**src/hdl/bfwa_pkg.sv**
```systemverilog
`timescale 1ns / 1ps
`default_nettype none
// ----------------------------------------------------------------------------
// bfwa_pkg
// Shared types and codes for the bounded FIFO window average core.
// ----------------------------------------------------------------------------
package bfwa_pkg;

	// operation codes
	localparam logic OP_INSERT = 1'b0;
	localparam logic OP_REMOVE = 1'b1;

	// result status codes
	localparam logic [1:0] ST_INSERTED = 2'd0;
	localparam logic [1:0] ST_EVICTED  = 2'd1;
	localparam logic [1:0] ST_REMOVED  = 2'd2;
	localparam logic [1:0] ST_EMPTY    = 2'd3;

	localparam logic [3:0] CAPACITY_RESET = 4'd5;

	// controller -> datapath
	typedef struct packed {
		logic load;      // latch request, decide pop
		logic pop;       // drop oldest entry, using the read data
		logic write;     // append latched entry
		logic div_init;  // start average division
		logic div_step;  // one quotient bit
		logic finish;    // load result register
	} cmd_t;

	// datapath -> controller
	typedef struct packed {
		logic is_remove;
		logic need_pop;
		logic empty;
		logic div_last;
	} sts_t;

endpackage

`default_nettype wire

```
**src/hdl/bfwa_ram.sv**
```systemverilog
`timescale 1ns / 1ps
`default_nettype none
// ----------------------------------------------------------------------------
// bfwa_ram
// Generic single-write, single-read RAM with registered read data.
// ----------------------------------------------------------------------------
module bfwa_ram #(
	parameter int WIDTH = 32,
	parameter int DEPTH = 8,
	localparam int AW = (DEPTH > 1) ? $clog2(DEPTH) : 1
) (
	input  wire logic             clk,
	input  wire logic             we,
	input  wire logic [AW-1:0]    waddr,
	input  wire logic [WIDTH-1:0] wdata,
	input  wire logic [AW-1:0]    raddr,
	output logic      [WIDTH-1:0] rdata
);

	logic [WIDTH-1:0] mem_q [DEPTH];
	logic [WIDTH-1:0] rdata_q;

	always_ff @(posedge clk) begin
		if (we) begin
			mem_q[waddr] <= wdata;
		end
		rdata_q <= mem_q[raddr];
	end

	assign rdata = rdata_q;

endmodule

`default_nettype wire

```
**src/hdl/bfwa_ctrl.sv**
```systemverilog
`timescale 1ns / 1ps
`default_nettype none
// ----------------------------------------------------------------------------
// bfwa_ctrl
// Sequencer for one request: read, pop, write, divide, deliver.
// ----------------------------------------------------------------------------
module bfwa_ctrl
	import bfwa_pkg::*;
(
	input  wire logic clk,
	input  wire logic arst_n,
	input  wire logic in_valid,
	output logic      in_stall,
	output logic      out_valid,
	input  wire logic out_stall,
	output cmd_t      cmd,
	input  wire sts_t sts
);

	typedef enum logic [6:0] {
		S_IDLE   = 7'b0000001,
		S_READ   = 7'b0000010,
		S_POP    = 7'b0000100,
		S_WRITE  = 7'b0001000,
		S_DIVL   = 7'b0010000,
		S_DIV    = 7'b0100000,
		S_FINISH = 7'b1000000
	} state_t;

	state_t state_q, state_d;
	logic   out_valid_q;
	logic   out_free;

	assign out_free = !out_valid_q || !out_stall;

	always_comb begin
		state_d = state_q;
		cmd     = '0;
		unique case (state_q)
			S_IDLE: begin
				if (in_valid) begin
					cmd.load = 1'b1;
					state_d  = S_READ;
				end
			end
			S_READ: begin
				if (sts.empty) begin
					state_d = S_FINISH;
				end else if (sts.need_pop) begin
					state_d = S_POP;
				end else begin
					state_d = S_WRITE;
				end
			end
			S_POP: begin
				cmd.pop = 1'b1;
				state_d = sts.is_remove ? S_FINISH : S_WRITE;
			end
			S_WRITE: begin
				cmd.write = 1'b1;
				state_d   = S_DIVL;
			end
			S_DIVL: begin
				cmd.div_init = 1'b1;
				state_d      = S_DIV;
			end
			S_DIV: begin
				cmd.div_step = 1'b1;
				if (sts.div_last) begin
					state_d = S_FINISH;
				end
			end
			S_FINISH: begin
				if (out_free) begin
					cmd.finish = 1'b1;
					state_d    = S_IDLE;
				end
			end
			default: begin
				state_d = S_IDLE;
			end
		endcase
	end

	always_ff @(posedge clk or negedge arst_n) begin
		if (!arst_n) begin
			state_q     <= S_IDLE;
			out_valid_q <= 1'b0;
		end else begin
			state_q <= state_d;
			if (cmd.finish) begin
				out_valid_q <= 1'b1;
			end else if (!out_stall) begin
				out_valid_q <= 1'b0;
			end
		end
	end

	assign in_stall  = (state_q != S_IDLE);
	assign out_valid = out_valid_q;

	// accepted request always moves on to the read slot
	a_accept_to_read: assert property (@(posedge clk) disable iff (!arst_n)
		(in_valid && !in_stall) |=> (state_q == S_READ))
		else $error("accepted request did not start a read");

	// a finished result never overwrites one still waiting
	a_finish_free: assert property (@(posedge clk) disable iff (!arst_n)
		cmd.finish |-> (!out_valid_q || !out_stall))
		else $error("result register overwritten while stalled");

	// a stalled result stays offered
	a_out_hold: assert property (@(posedge clk) disable iff (!arst_n)
		(out_valid_q && out_stall) |=> out_valid_q)
		else $error("result dropped while stalled");

endmodule

`default_nettype wire

```
**src/hdl/bfwa_dpath.sv**
```systemverilog
`timescale 1ns / 1ps
`default_nettype none
// ----------------------------------------------------------------------------
// bfwa_dpath
// Ring buffer pointers, running sum, serial divider and result register.
// ----------------------------------------------------------------------------
module bfwa_dpath
	import bfwa_pkg::*;
#(
	parameter int DEPTH = 8
) (
	input  wire logic        clk,
	input  wire logic        arst_n,
	input  wire cmd_t        cmd,
	output sts_t             sts,
	input  wire logic        operation,
	input  wire logic [15:0] record_tag,
	input  wire logic [15:0] birth_year,
	input  wire logic        cfg_write_en,
	input  wire logic [3:0]  cfg_write_data,
	output logic      [1:0]  status,
	output logic      [15:0] year_average,
	output logic      [15:0] removed_tag,
	output logic      [15:0] removed_year
);

	localparam int IDX_W  = (DEPTH > 1) ? $clog2(DEPTH) : 1;
	localparam int CNT_W  = $clog2(DEPTH + 1);
	localparam int SUM_W  = 16 + CNT_W;
	localparam int REM_W  = CNT_W + 1;
	localparam int STEP_W = $clog2(SUM_W + 1);
	localparam int CMP_W  = (CNT_W > 4) ? CNT_W : 4;

	// state
	logic [3:0]       cap_q;
	logic [IDX_W-1:0] head_q;
	logic [CNT_W-1:0] count_q;
	logic [SUM_W-1:0] sum_q;

	// latched request
	logic        op_q;
	logic [15:0] tag_q;
	logic [15:0] year_q;
	logic        need_pop_q;
	logic        empty_q;
	logic [15:0] rem_tag_q;
	logic [15:0] rem_year_q;

	// divider
	logic [SUM_W-1:0]  quo_q;
	logic [REM_W-1:0]  rem_q;
	logic [STEP_W-1:0] step_q;
	logic              neg_q;

	// result register
	logic [1:0]  status_q;
	logic [15:0] avg_q;
	logic [15:0] rtag_q;
	logic [15:0] ryear_q;

	// ram
	logic [31:0]      rdata;
	logic [IDX_W-1:0] slot;
	logic [CNT_W:0]   slot_sum;

	// capacity clamp and full test
	logic [CMP_W-1:0] cap_w, eff_cap, count_w;
	logic             full;

	always_comb begin
		cap_w   = CMP_W'(cap_q);
		count_w = CMP_W'(count_q);
		if (cap_q == 4'd0) begin
			eff_cap = CMP_W'(1);
		end else if (cap_w > CMP_W'(DEPTH)) begin
			eff_cap = CMP_W'(DEPTH);
		end else begin
			eff_cap = cap_w;
		end
		full = (count_w >= eff_cap);
	end

	// tail slot = (head + count) mod DEPTH, same before and after an eviction
	always_comb begin
		slot_sum = (CNT_W + 1)'(head_q) + (CNT_W + 1)'(count_q);
		if (slot_sum >= (CNT_W + 1)'(DEPTH)) begin
			slot_sum = slot_sum - (CNT_W + 1)'(DEPTH);
		end
		slot = slot_sum[IDX_W-1:0];
	end

	bfwa_ram #(
		.WIDTH (32),
		.DEPTH (DEPTH)
	) u_ram (
		.clk   (clk),
		.we    (cmd.write),
		.waddr (slot),
		.wdata ({tag_q, year_q}),
		.raddr (head_q),
		.rdata (rdata)
	);

	logic [SUM_W-1:0] rd_year_x, in_year_x, sum_neg, quo_neg;
	logic [REM_W-1:0] shifted, divisor;
	logic             ge;

	assign rd_year_x = {{(SUM_W - 16){rdata[15]}}, rdata[15:0]};
	assign in_year_x = {{(SUM_W - 16){year_q[15]}}, year_q};
	assign sum_neg   = -sum_q;
	assign quo_neg   = -quo_q;
	assign shifted   = {rem_q[REM_W-2:0], quo_q[SUM_W-1]};
	assign divisor   = REM_W'(count_q);
	assign ge        = (shifted >= divisor);

	always_ff @(posedge clk or negedge arst_n) begin
		if (!arst_n) begin
			cap_q   <= CAPACITY_RESET;
			head_q  <= '0;
			count_q <= '0;
			sum_q   <= '0;
			step_q  <= '0;
		end else begin
			if (cfg_write_en) begin
				cap_q <= cfg_write_data;
			end
			if (cmd.pop) begin
				sum_q   <= sum_q - rd_year_x;
				count_q <= count_q - CNT_W'(1);
				if (head_q == IDX_W'(DEPTH - 1)) begin
					head_q <= '0;
				end else begin
					head_q <= head_q + IDX_W'(1);
				end
			end else if (cmd.write) begin
				sum_q   <= sum_q + in_year_x;
				count_q <= count_q + CNT_W'(1);
			end
			if (cmd.div_init) begin
				step_q <= STEP_W'(SUM_W);
			end else if (cmd.div_step) begin
				step_q <= step_q - STEP_W'(1);
			end
		end
	end

	always_ff @(posedge clk) begin
		if (cmd.load) begin
			op_q   <= operation;
			tag_q  <= record_tag;
			year_q <= birth_year;
			if (operation == OP_REMOVE) begin
				need_pop_q <= (count_q != '0);
				empty_q    <= (count_q == '0);
			end else begin
				need_pop_q <= full;
				empty_q    <= 1'b0;
			end
		end
		if (cmd.pop) begin
			rem_tag_q  <= rdata[31:16];
			rem_year_q <= rdata[15:0];
		end
		if (cmd.div_init) begin
			neg_q <= sum_q[SUM_W-1];
			quo_q <= sum_q[SUM_W-1] ? sum_neg : sum_q;
			rem_q <= '0;
		end else if (cmd.div_step) begin
			rem_q <= ge ? (shifted - divisor) : shifted;
			quo_q <= {quo_q[SUM_W-2:0], ge};
		end
		if (cmd.finish) begin
			if (op_q == OP_INSERT) begin
				status_q <= need_pop_q ? ST_EVICTED : ST_INSERTED;
				avg_q    <= neg_q ? quo_neg[15:0] : quo_q[15:0];
				rtag_q   <= '0;
				ryear_q  <= '0;
			end else begin
				status_q <= empty_q ? ST_EMPTY : ST_REMOVED;
				avg_q    <= '0;
				rtag_q   <= empty_q ? 16'd0 : rem_tag_q;
				ryear_q  <= empty_q ? 16'd0 : rem_year_q;
			end
		end
	end

	assign sts.is_remove = (op_q == OP_REMOVE);
	assign sts.need_pop  = need_pop_q;
	assign sts.empty     = empty_q;
	assign sts.div_last  = (step_q == STEP_W'(1));

	assign status       = status_q;
	assign year_average = avg_q;
	assign removed_tag  = rtag_q;
	assign removed_year = ryear_q;

	a_count_bound: assert property (@(posedge clk) disable iff (!arst_n)
		count_q <= CNT_W'(DEPTH))
		else $error("entry count above depth");

	a_pop_nonempty: assert property (@(posedge clk) disable iff (!arst_n)
		cmd.pop |-> (count_q != '0))
		else $error("pop with no entries held");

	a_write_room: assert property (@(posedge clk) disable iff (!arst_n)
		cmd.write |-> (count_q < CNT_W'(DEPTH)))
		else $error("append into a full ring");

endmodule

`default_nettype wire

```
**src/hdl/bounded_fifo_window_average_core.sv**
```systemverilog
`timescale 1ns / 1ps
`default_nettype none
// Insert: read, pop if full, append, divider init, serial division, finish result.
//   Quotient width SUM_W = 16 + clog2(DEPTH+1) (20 at DEPTH 8), one bit per cycle.
// Remove: read, pop, finish (no pop on empty); ring read goes via the RAM read register.
// One request at a time; the next is accepted in the cycle after the result is loaded.
// Reset (arst_n, async): queue empty, head 0, sum 0, capacity 5; ring contents undefined.
// ----------------------------------------------------------------------------
// bounded_fifo_window_average_core
// Bounded FIFO of tagged years with a truncated average reported on insert.
// ----------------------------------------------------------------------------
module bounded_fifo_window_average_core
	import bfwa_pkg::*;
#(
	parameter int DEPTH = 8
) (
	input  wire logic        clk,
	input  wire logic        arst_n,
	// capacity register write
	input  wire logic        cfg_write_en,
	input  wire logic [3:0]  cfg_write_data,
	// request channel
	input  wire logic        in_valid,
	output logic             in_stall,
	input  wire logic        operation,
	input  wire logic [15:0] record_tag,
	input  wire logic [15:0] birth_year,
	// result channel
	output logic             out_valid,
	input  wire logic        out_stall,
	output logic      [1:0]  status,
	output logic      [15:0] year_average,
	output logic      [15:0] removed_tag,
	output logic      [15:0] removed_year
);

	cmd_t cmd;
	sts_t sts;

	// Controller: walks one request through read, optional pop, append,
	// division and the result register. The result register sits between
	// the channels, so a new request is taken while a result still waits.
	bfwa_ctrl u_ctrl (
		.clk       (clk),
		.arst_n    (arst_n),
		.in_valid  (in_valid),
		.in_stall  (in_stall),
		.out_valid (out_valid),
		.out_stall (out_stall),
		.cmd       (cmd),
		.sts       (sts)
	);

	// Datapath: ring pointers, running sum of held years, capacity clamp,
	// restoring divider on the sum magnitude, and the result payload.
	bfwa_dpath #(
		.DEPTH (DEPTH)
	) u_dpath (
		.clk            (clk),
		.arst_n         (arst_n),
		.cmd            (cmd),
		.sts            (sts),
		.operation      (operation),
		.record_tag     (record_tag),
		.birth_year     (birth_year),
		.cfg_write_en   (cfg_write_en),
		.cfg_write_data (cfg_write_data),
		.status         (status),
		.year_average   (year_average),
		.removed_tag    (removed_tag),
		.removed_year   (removed_year)
	);

endmodule

`default_nettype wire

```
**config.mk**
```make
export PLATFORM = sky130hd
export DESIGN_NAME = bounded_fifo_window_average_core
export DESIGN_NICKNAME = d
export VERILOG_FILES = /design/src/hdl/bfwa_pkg.sv /design/src/hdl/bfwa_ram.sv /design/src/hdl/bfwa_ctrl.sv /design/src/hdl/bfwa_dpath.sv /design/src/hdl/bounded_fifo_window_average_core.sv
export SDC_FILE = /design/constraint.sdc
export NUM_CORES = 1
export LEC_CHECK = 0
export BUFFER_PORTS_ARGS = -buffer_cell sky130_fd_sc_hd__buf_2
export CAP_MARGIN = 40
export CORE_MARGIN = 3
export CORE_UTILIZATION = 45
export DETAILED_ROUTE_END_ITERATION = 8
export GPL_ROUTABILITY_DRIVEN = 0
export HOLD_SLACK_MARGIN = 0.06
export SKIP_LAST_GASP = 1
export SLEW_MARGIN = 10
export SYNTH_ARGS = -nofsm -noshare
export SYNTH_HDL_FRONTEND = slang
export SYNTH_SLANG_ARGS = --single-unit
```
**constraint.sdc**
```tcl
create_clock -name clk -period 6.9 [get_ports clk]
set_input_delay 1.035 -clock clk [delete_from_list [all_inputs] [get_ports clk]]
set_output_delay 1.035 -clock clk [all_outputs]
set_load 0.01 [all_outputs]
```
======== Yosys cells after proc, flatten, opt, wreduce, memory -nomap -nowiden ========
Memory sizes are Yosys's and may differ from the RTL's. A register that Yosys moved wholly into a read port is not among the register bits.
Index checks and enable logic that the tools add are counted.
word-level totals
  register bits ........................... 186
  memories kept ........................... 1
  input port bits ......................... 42
  bits in writable memories ............... 256
operators by class
  muxes and demuxes ....................... 38
  bitwise operators ....................... 1
  equal/unequal tests ..................... 14
  magnitude comparators ................... 4
  reductions and logical operators ........ 10
  $add $sub $neg .......................... 11
memories
  name                 words  width  read ports  clocked after memory_dff  wr ports  RTL line        source
  u_dpath.u_ram.mem_q  8      32     1           1                         1         bfwa_ram.sv:20  logic [WIDTH-1:0] mem_q [DEPTH];
operator list
  operator                                                         number
  20-bit 2-to-1 mux                                                5
  7-bit case mux with 7 select lines                               1
  7-bit 2-to-1 mux                                                 5
  4-bit 2-to-1 mux                                                 6
  20-bit adder                                                     1
  20-bit negation                                                  1
  20-bit subtractor                                                1
  16-bit 2-to-1 mux                                                1
  16-bit negation                                                  1
  1-bit 2-to-1 mux                                                 15
  5-bit 2-to-1 mux                                                 2
  4-bit logical NOT                                                2
  7-bit by 1-bit == test with 1-bit output, second input constant  1
  7-bit by 2-bit == test with 1-bit output, second input constant  1
  7-bit by 3-bit == test with 1-bit output, second input constant  1
  7-bit by 4-bit == test with 1-bit output, second input constant  1
  7-bit by 5-bit == test with 1-bit output, second input constant  1
  7-bit by 6-bit == test with 1-bit output, second input constant  1
  7-bit == test, second input constant                             1
  7-bit by 1-bit != test with 1-bit output, second input constant  1
  3-bit 2-to-1 mux                                                 2
  3-bit by 4-bit adder with 5-bit output                           1
  5-bit by 1-bit == test with 1-bit output, second input constant  1
  5-bit by 4-bit >= comparator with 1-bit output                   1
  other kinds (20)                                                 24

======== Logic depth before layout (Yosys ltp) ========
Gate-level depths: netlist (run 1).
  depth in word-level cells ............... 5
  depth in mapped cells ................... 17

======== By module ========
Synthesis (run 1) repeated with hierarchy kept, for this count alone.
second synthesis, totals
  cell total of the unflattened synthesis .. 1,202
  area total of the unflattened synthesis .. 19,611.3 um2
by module, submodules not included
  module      area each (um2)  cells an instance  times used  seq. area each (um2)
  bfwa_ram    10,466.3         415                1           8,328.0
  bfwa_dpath  8,687.1          737                1           5,127.4
  bfwa_ctrl   457.9            50                 1           201.4

======== Least setup slack after synthesis (run 1) ========
No wires, ideal clock.
  kind .................................... register to register
  start point ............................. reg u_ctrl.state_q[5]
  end point ............................... mem u_dpath.u_ram.mem_q[4][0] (enable)
  period minus slack after synthesis ...... 4.838 ns
  setup time .............................. 0.501 ns
  stages on the path, launching flop included .. 5
  slack ................................... 2.062 ns
  buffers on the path ..................... 0
  arrival time ............................ 4.337 ns
  data required time ...................... 6.399 ns
  cell sequence ........................... dfrtp_1 or3_1 nor3_1 nand2_1 nor4_1
between the ends
  cells in the longest elaborated chain, start to end .. 4
ends and longest elaborated chain
  what                                      RTL line         source
  start, declared                           bfwa_ctrl.sv:30  state_t state_q, state_d;
  start signal, assigned                    bfwa_ctrl.sv:90  state_q <= state_d;
  7-bit by 4-bit == test with 1-bit output  bfwa_ctrl.sv:39  unique case (state_q)
  1-bit 2-to-1 mux                          bfwa_ctrl.sv:39
  1-bit 2-to-1 mux                          bfwa_ram.sv:24   if (we) begin
  1-bit 2-to-1 mux (not written as such)    bfwa_ram.sv:25   mem_q[waddr] <= wdata;
  end, declared                             bfwa_ram.sv:20
Every way passes these cells.

======== Final worst setup path (run 1) ========
  start point ............................. reg u_ctrl.state_q[5]
  end point ............................... reg u_dpath.sum_q[16]
between the ends
  cells in the longest elaborated chain, start to end .. 3
ends and longest elaborated chain
  what                                                                                                         RTL line           source
  7-bit by 3-bit == test with 1-bit output / 7-bit by 4-bit == test with 1-bit output (equally long branches)  bfwa_ctrl.sv:39
  1-bit 2-to-1 mux                                                                                             bfwa_ctrl.sv:39
  20-bit 2-to-1 mux / 2-bit nonzero test (equally long branches)                                               --
  end signal, assigned                                                                                         bfwa_dpath.sv:128  sum_q <= sum_q - rd_year_x;
  end signal, assigned                                                                                         bfwa_dpath.sv:136  sum_q <= sum_q + in_year_x;
  end, declared                                                                                                bfwa_dpath.sv:38   logic [SUM_W-1:0] sum_q;
Several ways; a longest one is shown, not always the timed one.
A chain may end at the register's enable or synchronous reset.

==> results of run 1 <==
## final cells by class
| cell class | instances | share of cell area |
|---|---|---|
| Sequential cell | 474 | 0.621 |
| Multi-Input combinational cell | 645 | 0.247 |
| Clock buffer | 70 | 0.0616 |
| Tap cell | 539 | 0.0306 |
| Timing Repair Buffer | 114 | 0.0289 |
| Clock inverter | 20 | 0.00660 |
| Inverter | 25 | 0.00426 |
## state kept, by name (all words and copies together), names as in the netlist
signal,flops
u_ctrl.out_valid,1
u_ctrl.state_q,7
u_dpath.cap_q,4
u_dpath.count_q,4
u_dpath.empty_q,1
u_dpath.head_q,3
u_dpath.need_pop_q,1
u_dpath.neg_q,1
u_dpath.op_q,1
u_dpath.quo_q,20
u_dpath.rem_q,4
u_dpath.rem_tag_q,16
u_dpath.rem_year_q,16
u_dpath.removed_tag,16
u_dpath.removed_year,16
u_dpath.status,2
u_dpath.step_q,5
u_dpath.sum_q,20
u_dpath.tag_q,16
u_dpath.u_ram.mem_q,256
u_dpath.u_ram.rdata,32
u_dpath.year_average,16
u_dpath.year_q,16
## metrics by stage
step	hold WS, ns	util	std cells
2_1_floorplan	0.386	-	1187
5_1_grt	0.382	0.522	1887
4_1_cts	0.357	0.522	1887
3_3_place_gp	0.386	0.486	1796
6_report	0.382	0.522	1887
3_5_place_dp	0.389	0.487	1797
## routing by layer
metal	GRT usage	vias up	wire [um]
met5	0	-	0
met4	0.0532	0	996
met3	0.0359	59	1820
met2	0.289	203	18500
met1	0.239	5088	17400
li1	-	4795	-
## power by group
group	total [mW]	switching, mW	leakage [nW]	internal (mW)
combinational	1.72	0.866	2.61	0.856
clock	2.46	1.05	0.743	1.41
sequential	3.90	0.411	4.44	3.49
## synth_stat cells, types with 4 or more instances
library cell    n
nor2b_1         7
dfxtp_1        36
a21o_1         11
nand2b_1        8
ha_1           37
xor2_1         40
nand3_1         9
edfxtp_1      394
o21ai_0        71
mux4_2         64
mux2_2         38
or3_1          11
a21oi_1        26
nand3b_1        6
o211ai_1        7
nor4_1          6
inv_1          25
and2_1         36
nand2_1        94
dfrtp_1        41
nor3_1         14
buf_1           8
buf_2           4
nor2_1         54
o31ai_1        11
xnor2_1        26
mux2i_1         6
fa_1            4
o41ai_1         4
and3_1          6
clkbuf_1       31
## cell families (layout without fill, tap and decap cells)
kind of cell / count (synthesis) / after routing / share of synthesized area
AO/OA/AOI/OAI: 160 / 160 / 0.0506
XOR/XNOR: 66 / 66 / 0.0300
adder cells (fa/ha/maj): 41 / 41 / 0.0282
buffers and inverters: 68 / 229 / 0.0135
flip-flops: 474 / 474 / 0.708
multiplexers: 108 / 108 / 0.100
AND/OR/NAND/NOR: 270 / 270 / 0.0693
## worst max-delay path by stage
stage	startpoint	endpoint
CTS	u_ctrl.state_q[5]	u_dpath.sum_q[16]
global placement	u_ctrl.state_q[5]	u_dpath.sum_q[16]
detailed placement	u_ctrl.state_q[5]	u_dpath.sum_q[18]
global route	u_ctrl.state_q[5]	u_dpath.sum_q[16]
finish	u_ctrl.state_q[5]	u_dpath.sum_q[16]
floorplan	u_ctrl.state_q[5]	u_dpath.u_ram.mem_q[4][0]
## worst max-delay path: stages, from the launching register on
cell      delay, ns
dfrtp_1        0.43
or3_1          0.43
nor3_1         0.32
nand2_1        0.58
inv_2          0.78
nand2_1        0.10
o21ai_0        0.12
ha_1           0.20
inv_1          0.05
fa_1           0.42
a211oi_1       0.30
o21bai_1       0.15
a21oi_1        0.28
o31ai_1        0.21
a31o_2         0.32
a211o_1        0.30
o211ai_1       0.09
==> impl_metrics.toml, run 1 <==
[cells_and_area]
fin_area_um2 = 22000
drive_gt1_frac = 0.231
fillers = 3425
layout.nets = 1392
area_growth_pct = 14.1
final_common_cell = "edfxtp_1"
multiInputGateArea_um2 = 5440
most-common-layout-cells = "edfxtp_1 (394), nand2_1 (94), buf_2 (93)"
diodes = 0
seq_area_um2 = 13700

[pwr]
power_per_cell_area_nw_per_um2 = 367
power_mw = 8.09
vdd_drop_max_mv = 0.246
power.leakage_nw = 7.78

[clock_tree]
clock_sinks = 474
postCtsHoldBufs = 0
postCtsSetupRepairBufs = 0
cts_buffers = 49
worstSkewPairLatency_ns = 0.59
cts_tree = "yes"
post_cts_resized = 0
clk_path_buf_depth = 3
clockRootBuffer = "clkbuf_16"
htreeDepth = 2
path_clk_slew_ns = 0.06

[route]
drt-total-wl_um = 38700
ant_nets = 0
drc = 0
initialDrtViolationCount = 573
vias_per_cell = 5.38
via_count = 10100
routedWlPerCell_um = 20.5
firstDrtPassIters = 4

[worst_setup_path]
timing.rr.start = "u_ctrl.state_q[5]"
worstPathRequired_ns = 7.40
critPathKind = "reg -> reg"
reg2reg_depth = 16
r2r_end = "u_dpath.sum_q[16]"
cp_max_fo = 34
arrival_ns = 5.71
rrSetupSlack_ns = 1.69
cp-start-kind = "flop"
end_kind = "flop"

[timing]
worstMarginPinSlew_ns = 0.831
fmax_mhz = 192
hold_viol_final = 0
postLayoutSetupSlackWorst_ns = 1.69
setup_tns_ns = 0
max_slew_margin = 0.446
min_period_ns = 5.21
setup_viol = 0
finalClockSkew_ns = 0.0252
finalCritPeriodShare = 0.755
maxSlewViolCount = 0
rsz0062_at_grt = "false"

[placed_design]
post-dp-hpwl_um = 23600
postPlaceCellArea_um2 = 20500
port-buffer-count = 93
post-place-ws_ns = 1.69

[global_route]
grt_pass1_wl_um = 60200
grt_start_max_net_pins = 48
antenna_found_initial = 0
grt_pass1_vias = 10300
grt_overflow_total = 0
track_usage = 0.176

[yosys]
synthCells = 1187
synth-async-reset-ratio = 0.0928
synth_nets = 1270
synth_edf_count = 394
synthFlopType = "edfxtp_1"
ys.warnings.count = 0
yosys.cell_types.count = 59
synth.ff_latch_count = 474
synth_area_um2 = 19300
synth_largest_area_cell = "edfxtp_1"
yosysTopAreaCellShare = 0.614
synth.area.top_cells = "edfxtp_1 (61%), mux4_2 (7.5%), dfrtp_1 (5.3%)"
synth-seq-area-share = 0.708
avgSynthCellArea_um2 = 16.2

[die]
core_area_um2 = 42100
io_pins = 94
die-height_um = 213
start_util = 0.458
die_w_um = 213
die_area_um2 = 45400
rows = 75

[run]
drv_cap = 0

[status]
status = "finished, final reports clean"

[hold_path]
hp-class = "in -> async"
Note: power is estimated with default switching activity, not from simulation.
==> run 2, diff against run 1 <==
--- a/config.mk
+++ b/config.mk
@@ -5,6 +5,7 @@
 export SDC_FILE = /design/constraint.sdc
 export NUM_CORES = 1
 export LEC_CHECK = 0
+export ABC_AREA = 1
 export BUFFER_PORTS_ARGS = -buffer_cell sky130_fd_sc_hd__buf_2
 export CAP_MARGIN = 40
 export CORE_MARGIN = 3
==> constraint.sdc (replaced) <==
create_clock -name clk -period 4.3 [get_ports clk]
set_input_delay 0.645 -clock clk [delete_from_list [all_inputs] [get_ports clk]]
set_output_delay 0.645 -clock clk [all_outputs]
set_load 0.01 [all_outputs]
==> run 2 against run 1 <==
Compared with the run above:
- cell count increased by 32%
- area after synthesis up 3.1%
- first-iteration DRC count is 63% higher
- design area up 3.2%
- largest cell class unchanged
- setup slack worse by 0.86 ns
- non-clock buffer count is 2 higher
- power increased by 83%
- fmax grew 50%
==> impl_metrics.toml, run 2 <==
[status]
status = "finished, final reports clean"

[cells_and_area]
regMostFlops = "u_dpath.u_ram.mem_q"
most-common-layout-cells = "edfxtp_1 (394), nor2_1 (345), nand2_1 (207)"
final_common_cell = "edfxtp_1"
fillers = 3836
layout.nets = 1943
fin_util = 0.524
layout.cells.non_filler = 2483
drive_gt1_frac = 0.122
largest_register_ffs = 256
fin_area_um2 = 22700
diodes = 0
area_growth_pct = 14.3

[clock_tree]
cts_tree = "yes"
clock_sinks = 474
cts_buffers = 48
path_clk_slew_ns = 0.06
htreeDepth = 2
post_cts_resized = 0
postCtsSetupRepairBufs = 0
postCtsHoldBufs = 0
clk_path_buf_depth = 3
clockRootBuffer = "clkbuf_16"
worstSkewPairLatency_ns = 0.57

[die]
core_area_um2 = 43400
die-height_um = 216
die_w_um = 216
start_util = 0.458
io_pins = 94
rows = 76
die_area_um2 = 46700

[yosys]
synth.most_common_cell = "edfxtp_1"
synth_edf_count = 394
synth-seq-area-share = 0.687
ys.warnings.count = 0
synth_largest_area_cell = "edfxtp_1"
yosys.cell_types.count = 53
synth.area.top_cells = "edfxtp_1 (60%), nor2_1 (6.7%), dfrtp_1 (5.2%)"
synth_common_cells = "edfxtp_1 (394), nor2_1 (355), nand2_1 (207)"
synth.ff_latch_count = 474
synthFlopType = "edfxtp_1"
avgSynthCellArea_um2 = 11.3
synthCells = 1762
synth_area_um2 = 19900
yosysTopAreaCellShare = 0.595
synth_nets = 1845
synth-async-reset-ratio = 0.0928

[pwr]
power_frac_comb = 0.261
power.leakage_nw = 8.67
p_switching_mw = 4.96
power_mw = 14.8
p_int_mw = 9.81
power_per_cell_area_nw_per_um2 = 650
clkPwrFrac = 0.291
vdd_drop_max_mv = 0.374
pwr-share-seq = 0.449
swShare = 0.336

[global_route]
grt_overflow_total = 0
grt_pass1_wl_um = 69900
grt_start_max_net_pins = 73
antenna_found_initial = 0
track_usage = 0.189
grt_pass1_vias = 12800

[timing]
setup_viol = 0
finalClockSkew_ns = 0.0101
maxSlewViolCount = 0
postLayoutSetupSlackWorst_ns = 0.833
setup_tns_ns = 0
finalCritPeriodShare = 0.806
worstMarginPinSlew_ns = 0.831
hold_slack_ns = 0.178
max_slew_margin = 0.446
hold_viol_final = 0
rsz0062_at_grt = "false"
fmax_mhz = 288
min_period_ns = 3.47

[worst_setup_path]
worstPathRequired_ns = 4.74
cp_max_fo = 26
arrival_ns = 3.91
end_kind = "flop"
critPathKind = "reg -> reg"
cp-start-kind = "flop"

[route]
drc = 0
via_count = 13000
routedWlPerCell_um = 17.7
ant_nets = 0
firstDrtPassIters = 5
initialDrtViolationCount = 936
vias_per_cell = 5.24
drt-total-wl_um = 43900

[placed_design]
post-place-ws_ns = 0.807
port-buffer-count = 93
dp.cells = 2395
post-dp-hpwl_um = 26200
postPlaceCellArea_um2 = 21100

[run]
drv_cap = 0

[hold_path]
hp-class = "in -> async"
## run 2: cell count changes in the layout (fill, tap and decap cells not counted), moves of 20 or more
| cell | previous run | this run |
|---|---|---|
| a21oi_1 | 25 | 46 |
| a31oi_1 | 3 | 35 |
| and2_1 | 36 | 1 |
| inv_1 | 24 | 119 |
| mux2_2 | 38 | 0 |
| mux4_2 | 64 | 0 |
| nand2_1 | 94 | 207 |
| nand3_1 | 9 | 60 |
| nor2_1 | 50 | 345 |
| o21ai_0 | 71 | 169 |
| o21ai_1 | 2 | 33 |
| o22ai_1 | 3 | 34 |
| xnor2_1 | 26 | 6 |
## run 2: logic make-up (layout without fill, tap and decap cells)
| group | count (synthesis) | after routing | synth area share |
|---|---|---|---|
| xor+xnor | 28 | 28 | 0.0123 |
| flops | 474 | 474 | 0.687 |
| simple gates | 677 | 677 | 0.140 |
| compound gates | 339 | 339 | 0.0928 |
| mux | 1 | 1 | 0.000504 |
| fa+ha+maj | 41 | 41 | 0.0273 |
| buf+inv | 202 | 338 | 0.0401 |
## run 2: worst max-delay path, cell delays in order, from the launching register on
cell and delay [ns]:
dfrtp_1 0.42, inv_1 0.10, nand3_2 0.13, nor2_4 0.63
inv_2 0.39, nand2_1 0.15, o21ai_1 0.08, ha_1 0.34
a21oi_1 0.24, inv_1 0.09, o21bai_1 0.15, nand3_1 0.20
or2_1 0.27, nand3_1 0.07, o21ai_1 0.07
## run 2: worst paths after layout
kind                                               from                   end  slack, ns  depth (start not counted)
worst max-delay path                  u_ctrl.state_q[4]     u_dpath.sum_q[10]       0.83                         14
min in group clk                         record_tag[11]     u_dpath.tag_q[11]       0.24                          1
worst min register to register  u_dpath.u_ram.rdata[18]  u_dpath.rem_tag_q[2]       0.40                          0
max in group asynchronous                        arst_n     u_dpath.head_q[0]       3.63                          2
worst min-delay path                             arst_n     u_dpath.sum_q[13]       0.18                          2
worst max register to register        u_ctrl.state_q[4]     u_dpath.sum_q[10]       0.83                         14
## run 2: area by class of cell
class                   count  area, um^2  area share
clock buffers              67        1330      0.0587
clock inverters            21         294      0.0129
inverters                 134         503      0.0221
multi-input cells        1086        5500       0.242
flip-flops and latches    474       13700       0.602
well taps                 585         732      0.0322
repair buffers            116         688      0.0303
## run 2: power by group through the flow
stage          Sequential (mW)  Clock (mW)  Combinational, mW
6_report                  6.63        4.29               3.85
5_1_grt                   6.71        4.58               4.41
4_1_cts                   6.63        4.39               3.88
3_5_place_dp              6.72           0               3.85
3_3_place_gp              6.70           0               3.78
2_1_floorplan             6.43           0               2.86
## run 2: layer usage
| layer | track usage | up-vias | wire (um) | share of wire |
|---|---|---|---|---|
| li1 | - | 6330 | - | - |
| met2 | 0.313 | 273 | 20900 | 0.48 |
| met5 | 0 | - | 0 | 0 |
| met1 | 0.260 | 6329 | 19900 | 0.45 |
| met3 | 0.0320 | 75 | 2060 | 0.047 |
| met4 | 0.0521 | 0 | 1060 | 0.024 |
